**src/rtl/hsvle_pkg.sv**
```systemverilog
`timescale 1ns / 1ps
// Shared types and constants for the HSV to LED pulse encoder.
// No dependencies; every other file in this folder refers to it by scoped name.
package hsvle_pkg;

   localparam int HUE_W          = 9;
   localparam int CHAN_W         = 8;
   localparam int TICK_W         = 15;
   localparam int WORD_W         = 16;
   localparam int SCALE_W        = 16;
   localparam int BASE_W         = 16;
   localparam int HUE_WRAP       = 360;
   localparam int SECTOR_DEG     = 60;
   localparam int CHAN_MAX       = 255;
   localparam int WORDS_PER_LED  = 24;
   localparam int RGB_W          = 3 * CHAN_W;
   localparam int QUEUE_DEPTH    = 2;
   localparam int CSR_INDEX_W    = 1;

   localparam logic [WORD_W-1:0] MARK_BIT        = 16'h8000;
   localparam logic [TICK_W-1:0] ONE_HIGH_RESET  = 15'd13;
   localparam logic [TICK_W-1:0] ZERO_HIGH_RESET = 15'd5;

   localparam int SAT_FULL_SCALE_DEF = 255;
   localparam int VAL_FULL_SCALE_DEF = 255;

   typedef enum logic [CSR_INDEX_W-1:0] {
      CSR_ONE_HIGH  = 1'b0,
      CSR_ZERO_HIGH = 1'b1
   } csr_index_type;

   typedef enum logic [2:0] {
      SECT_0 = 3'd0,
      SECT_1 = 3'd1,
      SECT_2 = 3'd2,
      SECT_3 = 3'd3,
      SECT_4 = 3'd4,
      SECT_5 = 3'd5
   } sector_type;

   typedef enum logic [1:0] {
      CHAN_G = 2'd0,
      CHAN_R = 2'd1,
      CHAN_B = 2'd2
   } chan_type;

   typedef struct packed {
      logic [TICK_W-1:0] one_ticks;
      logic [TICK_W-1:0] zero_ticks;
   } ticks_cfg_type;

endpackage

```
**src/rtl/hsvle_front.sv**
```systemverilog
`timescale 1ns / 1ps
// Front end: accepts a colour, clamps it, finds the hue sector and forms the
// green, red and blue numerators over three register stages. Uses hsvle_pkg.
module hsvle_front #(
   parameter int SAT_FULL_SCALE = hsvle_pkg::SAT_FULL_SCALE_DEF,
   parameter int VAL_FULL_SCALE = hsvle_pkg::VAL_FULL_SCALE_DEF,
   parameter int KW = $clog2(SAT_FULL_SCALE * hsvle_pkg::SECTOR_DEG + 1),
   parameter int NW = hsvle_pkg::BASE_W + KW
) (
   input  logic                          clock,
   input  logic                          reset,
   input  logic                          start,
   output logic                          busy,
   input  logic [hsvle_pkg::HUE_W-1:0]   req_hue,
   input  logic [hsvle_pkg::CHAN_W-1:0]  req_saturation,
   input  logic [hsvle_pkg::CHAN_W-1:0]  req_brightness,
   output logic                          num_valid,
   input  logic                          num_ready,
   output logic [NW-1:0]                 num_g,
   output logic [NW-1:0]                 num_r,
   output logic [NW-1:0]                 num_b
);

   localparam logic [hsvle_pkg::SCALE_W-1:0] SAT16 = hsvle_pkg::SCALE_W'(SAT_FULL_SCALE);
   localparam logic [hsvle_pkg::SCALE_W-1:0] VAL16 = hsvle_pkg::SCALE_W'(VAL_FULL_SCALE);
   localparam logic [KW-1:0] S60 = KW'(SAT_FULL_SCALE * hsvle_pkg::SECTOR_DEG);
   localparam logic [hsvle_pkg::HUE_W-1:0] DEG = hsvle_pkg::HUE_W'(hsvle_pkg::SECTOR_DEG);

   logic adv1, adv2, adv3, accept;
   logic st1_v_ff, st1_v_in, st2_v_ff, st2_v_in, st3_v_ff, st3_v_in;

   // stage 1: clamped colour
   logic [hsvle_pkg::HUE_W-1:0]  h1_ff, h1_in;
   logic [hsvle_pkg::CHAN_W-1:0] s1_ff, s1_in, v1_ff, v1_in;

   // stage 2: sector, base and the three channel factors
   hsvle_pkg::sector_type sect2_ff, sect2_in;
   logic [hsvle_pkg::BASE_W-1:0] base2_ff, base2_in;
   logic [KW-1:0] kx2_ff, kx2_in, ky2_ff, ky2_in, kz2_ff, kz2_in;
   logic [5:0]    frac;
   logic [13:0]   sf, sg;
   logic [hsvle_pkg::SCALE_W-1:0] sdiff;

   // stage 3: numerators in channel order
   logic [NW-1:0] g3_ff, g3_in, r3_ff, r3_in, b3_ff, b3_in;
   logic [NW-1:0] nv, nx, ny, nz;

   always_comb begin
      adv3   = !st3_v_ff || num_ready;
      adv2   = !st2_v_ff || adv3;
      adv1   = !st1_v_ff || adv2;
      busy   = !adv1;
      accept = start && adv1;

      st1_v_in = adv1 ? accept   : st1_v_ff;
      st2_v_in = adv2 ? st1_v_ff : st2_v_ff;
      st3_v_in = adv3 ? st2_v_ff : st3_v_ff;

      // stage 1: clamp; a hue of 360 or more wraps to 0
      h1_in = h1_ff;
      s1_in = s1_ff;
      v1_in = v1_ff;
      if (accept) begin
         h1_in = (req_hue >= hsvle_pkg::HUE_W'(hsvle_pkg::HUE_WRAP)) ? '0 : req_hue;
         s1_in = (hsvle_pkg::SCALE_W'(req_saturation) > SAT16) ?
                 SAT16[hsvle_pkg::CHAN_W-1:0] : req_saturation;
         v1_in = (hsvle_pkg::SCALE_W'(req_brightness) > VAL16) ?
                 VAL16[hsvle_pkg::CHAN_W-1:0] : req_brightness;
      end

      // stage 2
      priority if (h1_ff < DEG) begin
         sect2_in = hsvle_pkg::SECT_0;
         frac     = 6'(h1_ff);
      end else if (h1_ff < 9'(2 * hsvle_pkg::SECTOR_DEG)) begin
         sect2_in = hsvle_pkg::SECT_1;
         frac     = 6'(h1_ff - 9'(1 * hsvle_pkg::SECTOR_DEG));
      end else if (h1_ff < 9'(3 * hsvle_pkg::SECTOR_DEG)) begin
         sect2_in = hsvle_pkg::SECT_2;
         frac     = 6'(h1_ff - 9'(2 * hsvle_pkg::SECTOR_DEG));
      end else if (h1_ff < 9'(4 * hsvle_pkg::SECTOR_DEG)) begin
         sect2_in = hsvle_pkg::SECT_3;
         frac     = 6'(h1_ff - 9'(3 * hsvle_pkg::SECTOR_DEG));
      end else if (h1_ff < 9'(5 * hsvle_pkg::SECTOR_DEG)) begin
         sect2_in = hsvle_pkg::SECT_4;
         frac     = 6'(h1_ff - 9'(4 * hsvle_pkg::SECTOR_DEG));
      end else begin
         sect2_in = hsvle_pkg::SECT_5;
         frac     = 6'(h1_ff - 9'(5 * hsvle_pkg::SECTOR_DEG));
      end
      sf       = 14'(14'(s1_ff) * 14'(frac));
      sg       = 14'(14'(s1_ff) * 14'(6'(hsvle_pkg::SECTOR_DEG) - frac));
      sdiff    = SAT16 - hsvle_pkg::SCALE_W'(s1_ff);
      base2_in = hsvle_pkg::BASE_W'({v1_ff, 8'b0} - {8'b0, v1_ff});
      kx2_in   = KW'(32'(sdiff) * 32'(hsvle_pkg::SECTOR_DEG));
      ky2_in   = S60 - KW'(sf);
      kz2_in   = S60 - KW'(sg);

      // stage 3
      nv = NW'(base2_ff) * NW'(S60);
      nx = NW'(base2_ff) * NW'(kx2_ff);
      ny = NW'(base2_ff) * NW'(ky2_ff);
      nz = NW'(base2_ff) * NW'(kz2_ff);
      unique case (sect2_ff)
         hsvle_pkg::SECT_0: begin r3_in = nv; g3_in = nz; b3_in = nx; end
         hsvle_pkg::SECT_1: begin r3_in = ny; g3_in = nv; b3_in = nx; end
         hsvle_pkg::SECT_2: begin r3_in = nx; g3_in = nv; b3_in = nz; end
         hsvle_pkg::SECT_3: begin r3_in = nx; g3_in = ny; b3_in = nv; end
         hsvle_pkg::SECT_4: begin r3_in = nz; g3_in = nx; b3_in = nv; end
         default: begin           r3_in = nv; g3_in = nx; b3_in = ny; end
      endcase
   end

   always_ff @(posedge clock) begin
      if (reset) begin
         st1_v_ff <= 1'b0;
         st2_v_ff <= 1'b0;
         st3_v_ff <= 1'b0;
      end else begin
         st1_v_ff <= st1_v_in;
         st2_v_ff <= st2_v_in;
         st3_v_ff <= st3_v_in;
      end
   end

   always_ff @(posedge clock) begin
      h1_ff <= h1_in;
      s1_ff <= s1_in;
      v1_ff <= v1_in;
      if (adv2) begin
         sect2_ff <= sect2_in;
         base2_ff <= base2_in;
         kx2_ff   <= kx2_in;
         ky2_ff   <= ky2_in;
         kz2_ff   <= kz2_in;
      end
      if (adv3) begin
         g3_ff <= g3_in;
         r3_ff <= r3_in;
         b3_ff <= b3_in;
      end
   end

   assign num_valid = st3_v_ff;
   assign num_g     = g3_ff;
   assign num_r     = r3_ff;
   assign num_b     = b3_ff;

endmodule

```
**src/rtl/hsvle_div.sv**
```systemverilog
`timescale 1ns / 1ps
// Shared channel divider: each numerator is divided by the constant full-scale
// denominator through a reciprocal multiplication split into a low and a high half,
// green then red then blue, one colour at a time. Uses hsvle_pkg.
module hsvle_div #(
   parameter int SAT_FULL_SCALE = hsvle_pkg::SAT_FULL_SCALE_DEF,
   parameter int VAL_FULL_SCALE = hsvle_pkg::VAL_FULL_SCALE_DEF,
   parameter int NW = hsvle_pkg::BASE_W + $clog2(SAT_FULL_SCALE * hsvle_pkg::SECTOR_DEG + 1)
) (
   input  logic                         clock,
   input  logic                         reset,
   input  logic                         in_valid,
   output logic                         in_ready,
   input  logic [NW-1:0]                num_g,
   input  logic [NW-1:0]                num_r,
   input  logic [NW-1:0]                num_b,
   output logic                         out_valid,
   input  logic                         out_ready,
   output logic [hsvle_pkg::RGB_W-1:0]  out_rgb
);

   localparam logic [63:0] DEN = 64'(VAL_FULL_SCALE) * 64'(SAT_FULL_SCALE) *
                                 64'(hsvle_pkg::SECTOR_DEG);
   localparam int DW = $clog2(DEN + 64'd1);
   // 2**SH covers 256 * DEN * DEN, so the truncated product is the exact quotient
   // for every numerator up to 255 * DEN
   localparam int SH = hsvle_pkg::CHAN_W + 2 * DW;
   localparam int MW = SH - DW + 2;
   localparam int LW = MW / 2;
   localparam int PW = NW + MW;
   localparam int QW = (PW - SH > hsvle_pkg::CHAN_W) ? PW - SH : hsvle_pkg::CHAN_W;

   function automatic logic [MW-1:0] recip_of(input logic [63:0] den, input int sh);
      logic [127:0] scaled;
      scaled = (128'd1 << sh) + 128'(den) - 128'd1;
      return MW'(scaled / 128'(den));
   endfunction

   localparam logic [MW-1:0]    RECIP    = recip_of(DEN, SH);
   localparam logic [LW-1:0]    RECIP_LO = RECIP[LW-1:0];
   localparam logic [MW-LW-1:0] RECIP_HI = RECIP[MW-1:LW];

   logic active_ff, active_in;
   logic phase_ff, phase_in;
   hsvle_pkg::chan_type chan_ff, chan_in;
   logic [NW-1:0] ng_ff, nr_ff, nb_ff;
   logic [NW-1:0] num_sel;
   logic [PW-1:0] plo_ff, prod_lo, prod_hi, prod;
   logic [QW-1:0] quo;
   logic [hsvle_pkg::CHAN_W-1:0] chan_q;
   logic [hsvle_pkg::RGB_W-hsvle_pkg::CHAN_W-1:0] q_ff;
   logic last, done, step, load;

   always_comb begin
      last      = active_ff && phase_ff && (chan_ff == hsvle_pkg::CHAN_B);
      out_valid = last;
      done      = out_valid && out_ready;
      // hold the final channel while the queue is full
      step      = active_ff && (!last || out_ready);
      in_ready  = !active_ff || done;
      load      = in_valid && in_ready;

      unique case (chan_ff)
         hsvle_pkg::CHAN_G: num_sel = ng_ff;
         hsvle_pkg::CHAN_R: num_sel = nr_ff;
         hsvle_pkg::CHAN_B: num_sel = nb_ff;
         default:           num_sel = '0;
      endcase

      // low half of the reciprocal in the first phase, high half in the second
      prod_lo = PW'(num_sel) * PW'(RECIP_LO);
      prod_hi = PW'(num_sel) * PW'(RECIP_HI);
      prod    = plo_ff + (prod_hi << LW);
      quo     = QW'(prod >> SH);
      chan_q  = (quo > QW'(hsvle_pkg::CHAN_MAX)) ?
                hsvle_pkg::CHAN_W'(hsvle_pkg::CHAN_MAX) : quo[hsvle_pkg::CHAN_W-1:0];
      out_rgb = {q_ff, chan_q};

      active_in = active_ff;
      chan_in   = chan_ff;
      phase_in  = phase_ff;
      if (load) begin
         active_in = 1'b1;
         chan_in   = hsvle_pkg::CHAN_G;
         phase_in  = 1'b0;
      end else if (done) begin
         active_in = 1'b0;
      end else if (step) begin
         phase_in = !phase_ff;
         if (phase_ff) begin
            chan_in = hsvle_pkg::chan_type'(chan_ff + 2'd1);
         end
      end
   end

   always_ff @(posedge clock) begin
      if (reset) begin
         active_ff <= 1'b0;
         chan_ff   <= hsvle_pkg::CHAN_G;
         phase_ff  <= 1'b0;
      end else begin
         active_ff <= active_in;
         chan_ff   <= chan_in;
         phase_ff  <= phase_in;
      end
   end

   always_ff @(posedge clock) begin
      if (load) begin
         ng_ff <= num_g;
         nr_ff <= num_r;
         nb_ff <= num_b;
      end
      if (step && !phase_ff) begin
         plo_ff <= prod_lo;
      end
      if (step && phase_ff && !last) begin
         q_ff <= {q_ff[hsvle_pkg::CHAN_W-1:0], chan_q};
      end
   end

endmodule

```
**src/rtl/hsvle_queue.sv**
```systemverilog
`timescale 1ns / 1ps
// Short queue of finished colours between the divider and the serialiser.
// Depth from hsvle_pkg.
module hsvle_queue (
   input  logic                         clock,
   input  logic                         reset,
   input  logic                         push_valid,
   output logic                         push_ready,
   input  logic [hsvle_pkg::RGB_W-1:0]  push_data,
   output logic                         pop_valid,
   input  logic                         pop,
   output logic [hsvle_pkg::RGB_W-1:0]  pop_data
);

   localparam int DEPTH = hsvle_pkg::QUEUE_DEPTH;
   localparam int PW    = (DEPTH > 1) ? $clog2(DEPTH) : 1;
   localparam int CW    = $clog2(DEPTH + 1);

   logic [hsvle_pkg::RGB_W-1:0] entry_ff [DEPTH];
   logic [PW-1:0] wr_ptr_ff, wr_ptr_in, rd_ptr_ff, rd_ptr_in;
   logic [CW-1:0] count_ff, count_in;
   logic do_push, do_pop;

   always_comb begin
      push_ready = count_ff != CW'(DEPTH);
      pop_valid  = count_ff != '0;
      pop_data   = entry_ff[rd_ptr_ff];
      do_push    = push_valid && push_ready;
      do_pop     = pop && pop_valid;

      wr_ptr_in = wr_ptr_ff;
      rd_ptr_in = rd_ptr_ff;
      if (do_push) begin
         wr_ptr_in = (wr_ptr_ff == PW'(DEPTH - 1)) ? '0 : wr_ptr_ff + PW'(1);
      end
      if (do_pop) begin
         rd_ptr_in = (rd_ptr_ff == PW'(DEPTH - 1)) ? '0 : rd_ptr_ff + PW'(1);
      end
      count_in = count_ff + CW'(do_push) - CW'(do_pop);
   end

   always_ff @(posedge clock) begin
      if (reset) begin
         wr_ptr_ff <= '0;
         rd_ptr_ff <= '0;
         count_ff  <= '0;
      end else begin
         wr_ptr_ff <= wr_ptr_in;
         rd_ptr_ff <= rd_ptr_in;
         count_ff  <= count_in;
      end
   end

   always_ff @(posedge clock) begin
      if (do_push) begin
         entry_ff[wr_ptr_ff] <= push_data;
      end
   end

endmodule

```
**src/rtl/hsvle_serial.sv**
```systemverilog
`timescale 1ns / 1ps
// Back end: turns each 24-bit colour into 24 pulse words, one per cycle,
// most significant bit first. Uses hsvle_pkg.
module hsvle_serial (
   input  logic                          clock,
   input  logic                          reset,
   input  logic                          rgb_valid,
   output logic                          rgb_pop,
   input  logic [hsvle_pkg::RGB_W-1:0]   rgb_data,
   input  hsvle_pkg::ticks_cfg_type      ticks_cfg,
   output logic                          rsp_valid,
   output logic [hsvle_pkg::WORD_W-1:0]  rsp_pulse_word,
   output logic                          rsp_last_of_led
);

   localparam int CNT_W = $clog2(hsvle_pkg::WORDS_PER_LED);
   localparam logic [CNT_W-1:0] CNT_LAST = CNT_W'(hsvle_pkg::WORDS_PER_LED - 1);

   logic active_ff, active_in;
   logic [CNT_W-1:0] cnt_ff, cnt_in;
   logic [hsvle_pkg::RGB_W-1:0] sh_ff, sh_in;
   logic valid_ff, valid_in, last_ff, last_in;
   logic [hsvle_pkg::WORD_W-1:0] word_ff, word_in;
   logic at_end;
   logic [hsvle_pkg::TICK_W-1:0] ticks;

   always_comb begin
      at_end  = active_ff && (cnt_ff == CNT_LAST);
      rgb_pop = rgb_valid && (!active_ff || at_end);
      ticks   = sh_ff[hsvle_pkg::RGB_W-1] ? ticks_cfg.one_ticks : ticks_cfg.zero_ticks;

      valid_in = active_ff;
      last_in  = at_end;
      word_in  = hsvle_pkg::MARK_BIT | hsvle_pkg::WORD_W'(ticks);

      active_in = active_ff;
      cnt_in    = cnt_ff + CNT_W'(1);
      sh_in     = {sh_ff[hsvle_pkg::RGB_W-2:0], 1'b0};
      // take the next colour while idle or in the cycle the last word is formed
      if (rgb_pop) begin
         active_in = 1'b1;
         cnt_in    = '0;
         sh_in     = rgb_data;
      end else if (at_end) begin
         active_in = 1'b0;
      end
   end

   always_ff @(posedge clock) begin
      if (reset) begin
         active_ff <= 1'b0;
         cnt_ff    <= '0;
         valid_ff  <= 1'b0;
         last_ff   <= 1'b0;
      end else begin
         active_ff <= active_in;
         cnt_ff    <= cnt_in;
         valid_ff  <= valid_in;
         last_ff   <= last_in;
      end
   end

   always_ff @(posedge clock) begin
      sh_ff   <= sh_in;
      word_ff <= word_in;
   end

   assign rsp_valid       = valid_ff;
   assign rsp_pulse_word  = word_ff;
   assign rsp_last_of_led = last_ff;

endmodule

```
**src/rtl/hsv_to_led_pulse_encoder.sv**
```systemverilog
`timescale 1ns / 1ps
// HSV to LED pulse encoder, top level: front pipeline, divider, queue,
// serialiser and the two tick registers. Uses hsvle_pkg and the hsvle_* modules.
//
// A colour (hue 0..359, 360 or more wraps to 0; saturation, brightness) is
// taken when start is high and busy is low. Three register stages clamp it and
// form the channel numerators; a shared divider turns each numerator into an
// 8-bit channel by multiplying with the reciprocal of the constant denominator
// in a low and a high half, green, red and blue; a two-entry queue hands the
// result to the serialiser, which drives 24 pulse words on consecutive cycles,
// each marked by rsp_valid for one cycle, the 24th with rsp_last_of_led. The
// receiver cannot stall: every word is lost if not taken when shown. A colour
// passes the front stages, divider, queue and serialiser registers before its
// first word shows; the one word per cycle output sets the steady colour rate.
// Tick registers may only be written while idle.
module hsv_to_led_pulse_encoder #(
   parameter int SAT_FULL_SCALE = hsvle_pkg::SAT_FULL_SCALE_DEF,
   parameter int VAL_FULL_SCALE = hsvle_pkg::VAL_FULL_SCALE_DEF
) (
   input  logic                                clock,
   input  logic                                reset,
   input  logic                                start,
   output logic                                busy,
   input  logic [hsvle_pkg::HUE_W-1:0]         req_hue,
   input  logic [hsvle_pkg::CHAN_W-1:0]        req_saturation,
   input  logic [hsvle_pkg::CHAN_W-1:0]        req_brightness,
   output logic                                rsp_valid,
   output logic [hsvle_pkg::WORD_W-1:0]        rsp_pulse_word,
   output logic                                rsp_last_of_led,
   input  logic                                csr_valid,
   output logic                                csr_ready,
   input  logic [hsvle_pkg::CSR_INDEX_W-1:0]   csr_index,
   input  logic [hsvle_pkg::TICK_W-1:0]        csr_wdata
);

   localparam int KW = $clog2(SAT_FULL_SCALE * hsvle_pkg::SECTOR_DEG + 1);
   localparam int NW = hsvle_pkg::BASE_W + KW;

   logic [hsvle_pkg::TICK_W-1:0] one_ff, one_in, zero_ff, zero_in;
   hsvle_pkg::ticks_cfg_type ticks_cfg;

   logic num_valid, num_ready;
   logic [NW-1:0] num_g, num_r, num_b;
   logic div_valid, div_ready;
   logic [hsvle_pkg::RGB_W-1:0] div_rgb, q_rgb;
   logic q_valid, q_pop;

   assign csr_ready = 1'b1;

   always_comb begin
      one_in  = one_ff;
      zero_in = zero_ff;
      if (csr_valid) begin
         unique case (hsvle_pkg::csr_index_type'(csr_index))
            hsvle_pkg::CSR_ONE_HIGH:  one_in  = csr_wdata;
            hsvle_pkg::CSR_ZERO_HIGH: zero_in = csr_wdata;
            default: ;
         endcase
      end
      ticks_cfg.one_ticks  = one_ff;
      ticks_cfg.zero_ticks = zero_ff;
   end

   always_ff @(posedge clock) begin
      if (reset) begin
         one_ff  <= hsvle_pkg::ONE_HIGH_RESET;
         zero_ff <= hsvle_pkg::ZERO_HIGH_RESET;
      end else begin
         one_ff  <= one_in;
         zero_ff <= zero_in;
      end
   end

   hsvle_front #(
      .SAT_FULL_SCALE (SAT_FULL_SCALE),
      .VAL_FULL_SCALE (VAL_FULL_SCALE),
      .KW             (KW),
      .NW             (NW)
   ) u_front (
      .clock          (clock),
      .reset          (reset),
      .start          (start),
      .busy           (busy),
      .req_hue        (req_hue),
      .req_saturation (req_saturation),
      .req_brightness (req_brightness),
      .num_valid      (num_valid),
      .num_ready      (num_ready),
      .num_g          (num_g),
      .num_r          (num_r),
      .num_b          (num_b)
   );

   hsvle_div #(
      .SAT_FULL_SCALE (SAT_FULL_SCALE),
      .VAL_FULL_SCALE (VAL_FULL_SCALE),
      .NW             (NW)
   ) u_div (
      .clock     (clock),
      .reset     (reset),
      .in_valid  (num_valid),
      .in_ready  (num_ready),
      .num_g     (num_g),
      .num_r     (num_r),
      .num_b     (num_b),
      .out_valid (div_valid),
      .out_ready (div_ready),
      .out_rgb   (div_rgb)
   );

   hsvle_queue u_queue (
      .clock      (clock),
      .reset      (reset),
      .push_valid (div_valid),
      .push_ready (div_ready),
      .push_data  (div_rgb),
      .pop_valid  (q_valid),
      .pop        (q_pop),
      .pop_data   (q_rgb)
   );

   hsvle_serial u_serial (
      .clock           (clock),
      .reset           (reset),
      .rgb_valid       (q_valid),
      .rgb_pop         (q_pop),
      .rgb_data        (q_rgb),
      .ticks_cfg       (ticks_cfg),
      .rsp_valid       (rsp_valid),
      .rsp_pulse_word  (rsp_pulse_word),
      .rsp_last_of_led (rsp_last_of_led)
   );

endmodule

```
**config.mk**
```make
export PLATFORM = sky130hd
export DESIGN_NAME = hsv_to_led_pulse_encoder
export DESIGN_NICKNAME = d
export VERILOG_FILES = /design/src/rtl/hsvle_pkg.sv /design/src/rtl/hsvle_front.sv /design/src/rtl/hsvle_div.sv /design/src/rtl/hsvle_queue.sv /design/src/rtl/hsvle_serial.sv /design/src/rtl/hsv_to_led_pulse_encoder.sv
export SDC_FILE = /design/constraint.sdc
export NUM_CORES = 2
export LEC_CHECK = 0
export ABC_AREA = 1
export BUFFER_PORTS_ARGS = -buffer_cell sky130_fd_sc_hd__buf_2
export CORE_ASPECT_RATIO = 1.25
export CORE_UTILIZATION = 34
export DETAILED_ROUTE_END_ITERATION = 16
export GPL_TIMING_DRIVEN = 0
export SYNTH_ARGS = -nofsm -noshare
export SYNTH_HDL_FRONTEND = slang
export SYNTH_HIERARCHICAL = 1
export SYNTH_SLANG_ARGS = --single-unit
```
**constraint.sdc**
```tcl
create_clock -name clock -period 14.1 [get_ports clock]
set_input_delay 2.82 -clock clock [delete_from_list [all_inputs] [get_ports clock]]
set_output_delay 2.82 -clock clock [all_outputs]
set_load 0.05 [all_outputs]
```
==> results.json <==
{
  "ys.flop_type": "edfxtp_1",
  "min_period_over_period_pct": 70.6,
  "worst_path_max_delay_cell": "o21ai_0",
  "synth_compound_area_share_pct": 4.76,
  "critPathKind": "flop to flop",
  "ioPinCount": 65,
  "multi_input_area_um2": 46400,
  "ctsHtreeMaxLevel": 2,
  "yosys.area_share.simple_pct": 18.4,
  "hold_buffers": 0,
  "synth_xor_area_share_pct": 1.87,
  "maxCapViolCount": 0,
  "wl_mm": 229,
  "r2r_slack_ps": 4140,
  "synthAdderAreaFrac_pct": 43.0,
  "dr.pass1.iters": 6,
  "cp_max_fo": 10,
  "syn_area_per_cell_um2": 8.29,
  "synth_fp_nets": 9940,
  "hp-class": "flop to flop",
  "cpMostUsedCell": "nand2_1",
  "syn_to_final_growth_pct": 8.01,
  "portBuffers": 61,
  "drive_gt1_share_pct": 4.22,
  "cp-startpoint": "u_div/chan_ff[0]",
  "ys_ff_latch": 446,
  "syn_area_um2": 67400,
  "seq_area_um2": 12500,
  "synthCells": 8134,
  "r2r_cells": 36,
  "rsz0062_at_grt": "false",
  "wl_per_cell_um": 21.1,
  "cts_tree": "done",
  "endpoint": "u_div/q_ff[0]",
  "place_congestion": 1.00,
  "holdWs_ps": 356,
  "timing.rr.end": "u_div/q_ff[0]",
  "antenna_found_initial": 2,
  "place_hpwl_mm": 196,
  "min_period_ps": 9960,
  "die_h_um": 500,
  "ctsResizeCount": 0,
  "finalHoldViolCount": 0,
  "dieArea_um2": 200000,
  "cts_max_path_buffers": 3,
  "async_flop_share_pct": 0,
  "yosys-top-cells-area": "fa_1, edfxtp_1, ha_1",
  "dr_total_vias": 53300,
  "skew_ps": 92.9,
  "clock.fmax_mhz": 100,
  "globalRouteTotalUtil_pct": 23.0,
  "fillers": 20300,
  "start_kind": "flop",
  "setup_tns_ps": 0,
  "status": "completed",
  "yosys_warnings": 6,
  "synth_top_family_by_area": "adder cells",
  "worstPathRequired_ps": 14590,
  "synth_edf_count": 357,
  "setup_slack_ps": 4140,
  "synthMuxAreaShare_pct": 0.762,
  "nets": 10100,
  "cts.sinks": 446,
  "overflow": 0,
  "grt_max_degree": 80,
  "synth_area_leader_cell": "fa_1",
  "vias_per_cell": 4.90,
  "place_ws_ps": 4130,
  "critPathMaxStageDelay_ps": 640,
  "r2r_start": "u_div/chan_ff[0]",
  "initial_core_util_pct": 34.2,
  "yosysUniqueCellTypes": 63,
  "cts_setup_buffers": 0,
  "die_w_um": 400,
  "coreArea_um2": 197000,
  "route.detailed.drc": 0,
  "slew_violations": 0,
  "cts.clk_slew.worst_paths_ps": 60,
  "slew_headroom_pct": 2.66,
  "setup_viol": 0,
  "cts-root-buf": "clkbuf_16",
  "num_rows": 182,
  "cts-buffers-inserted": 50,
  "yosys.area.top_type_share_pct": 27.5,
  "crit_path_end_kind": "flop",
  "grt_pass1_vias": 56200,
  "yosysSeqAreaShare_pct": 18.5,
  "ant_nets": 0,
  "drt_iter0_drc": 3352,
  "clk-insertion-delay-late_ps": 710,
  "worst_slew_pin_slew_ps": 1460,
  "arrival_ps": 10440,
  "grt_pass1_wl_mm": 344
}
metal layers:
metal  GRT usage [%]  vias up  wire length [um]
li1                -    25200                 -
met4            16.5        0             19600
met3            2.22      522              8660
met2            41.8     1453            115000
met1            24.9    26100             85900
met5               0        -                 0
final cells by class:
type	instances	share of cell area, %
Sequential cell	446	17.2
Tap cell	2576	4.42
Timing Repair Buffer	67	0.596
Inverter	2030	10.5
Buffer	213	1.30
Multi-Input combinational cell	5445	63.7
Clock inverter	35	0.570
Antenna cell	1	0.00344
Clock buffer	58	1.77
worst min-delay path by stage:
stage / start / to / cells after the start
global route: u_front/num_b[28] / u_div/nb_ff[28] / 0
finish: u_front/num_b[28] / u_div/nb_ff[28] / 0
CTS: u_front/num_b[28] / u_div/nb_ff[28] / 0
detailed placement: u_serial/sh_ff[0] / u_serial/sh_ff[1] / 2
floorplan: u_serial/sh_ff[9] / u_serial/sh_ff[10] / 2
global placement: u_serial/sh_ff[14] / u_serial/sh_ff[15] / 2
sequential cells by signal, indices dropped and copies added, names as in the netlist, 30 cells and up, named ones only:
register / flops
u_div/nb_ff: 30
u_front/num_g: 30
u_queue/entry_ff: 48
u_div/plo_ff: 30
u_front/num_b: 30
u_div/ng_ff: 30
u_div/nr_ff: 30
u_front/num_r: 30
synth_stat cells (all sizes together) (34+ instances only):
master  number
inv       2025
nand2     1850
fa         927
ha         834
nor2       460
nand3      377
edfxtp     357
a21oi      279
clkbuf     179
o21ai      160
nand4      113
dfxtp       89
xor2        89
xnor2       55
nor3        43
nand3b      42
mux2        39
buf         34
worst max-delay path: cells and delay by family (launching register included):
kind            cells  cell delay (ps)
fa+ha+maj           9             3980
buf+inv             8             2000
xor+xnor            1              100
flops               1              340
compound gates      1              640
simple gates       17             2730
stage by stage:
stage / instances / area, um^2 / utilization [%]
finish: 10900 / 72800 / 37.0
global route: 10900 / 72800 / 37.0
CTS: 10900 / 72800 / 37.0
detailed placement: 10800 / 71100 / 36.1
global placement: 10800 / 71000 / 36.0
floorplan: 8134 / 67400 / -
logic make-up (layout without fill, tap and decap cells):
kind of cell,count (synthesis),count (layout)
and+or+nand+nor,2929,2929
buffers and inverters,2243,2403
adders and majority gates,1761,1761
AOI/OAI and AO/OA,570,570
DFF,446,446
xor gates and xnor gates,144,144
muxes,39,39
other,2,3
layout by cell type (no fill, tap or decap), types with 40 or more instances in the layout:
master and count:
buf_2 71, clkbuf_1 186, xor2_1 89, dfxtp_1 89
xnor2_1 55, edfxtp_1 357, ha_1 834, nand3_1 365
o21ai_0 151, nor3_1 40, nand4_1 113, a21oi_1 277
clkbuf_16 50, nor2_1 426, fa_1 927, inv_1 2004
nand2_1 1812, nand3b_1 42
Power is left out: the tool's default activity adds up to more than one toggle a clock period on the data nets, which glitch-free logic cannot reach.
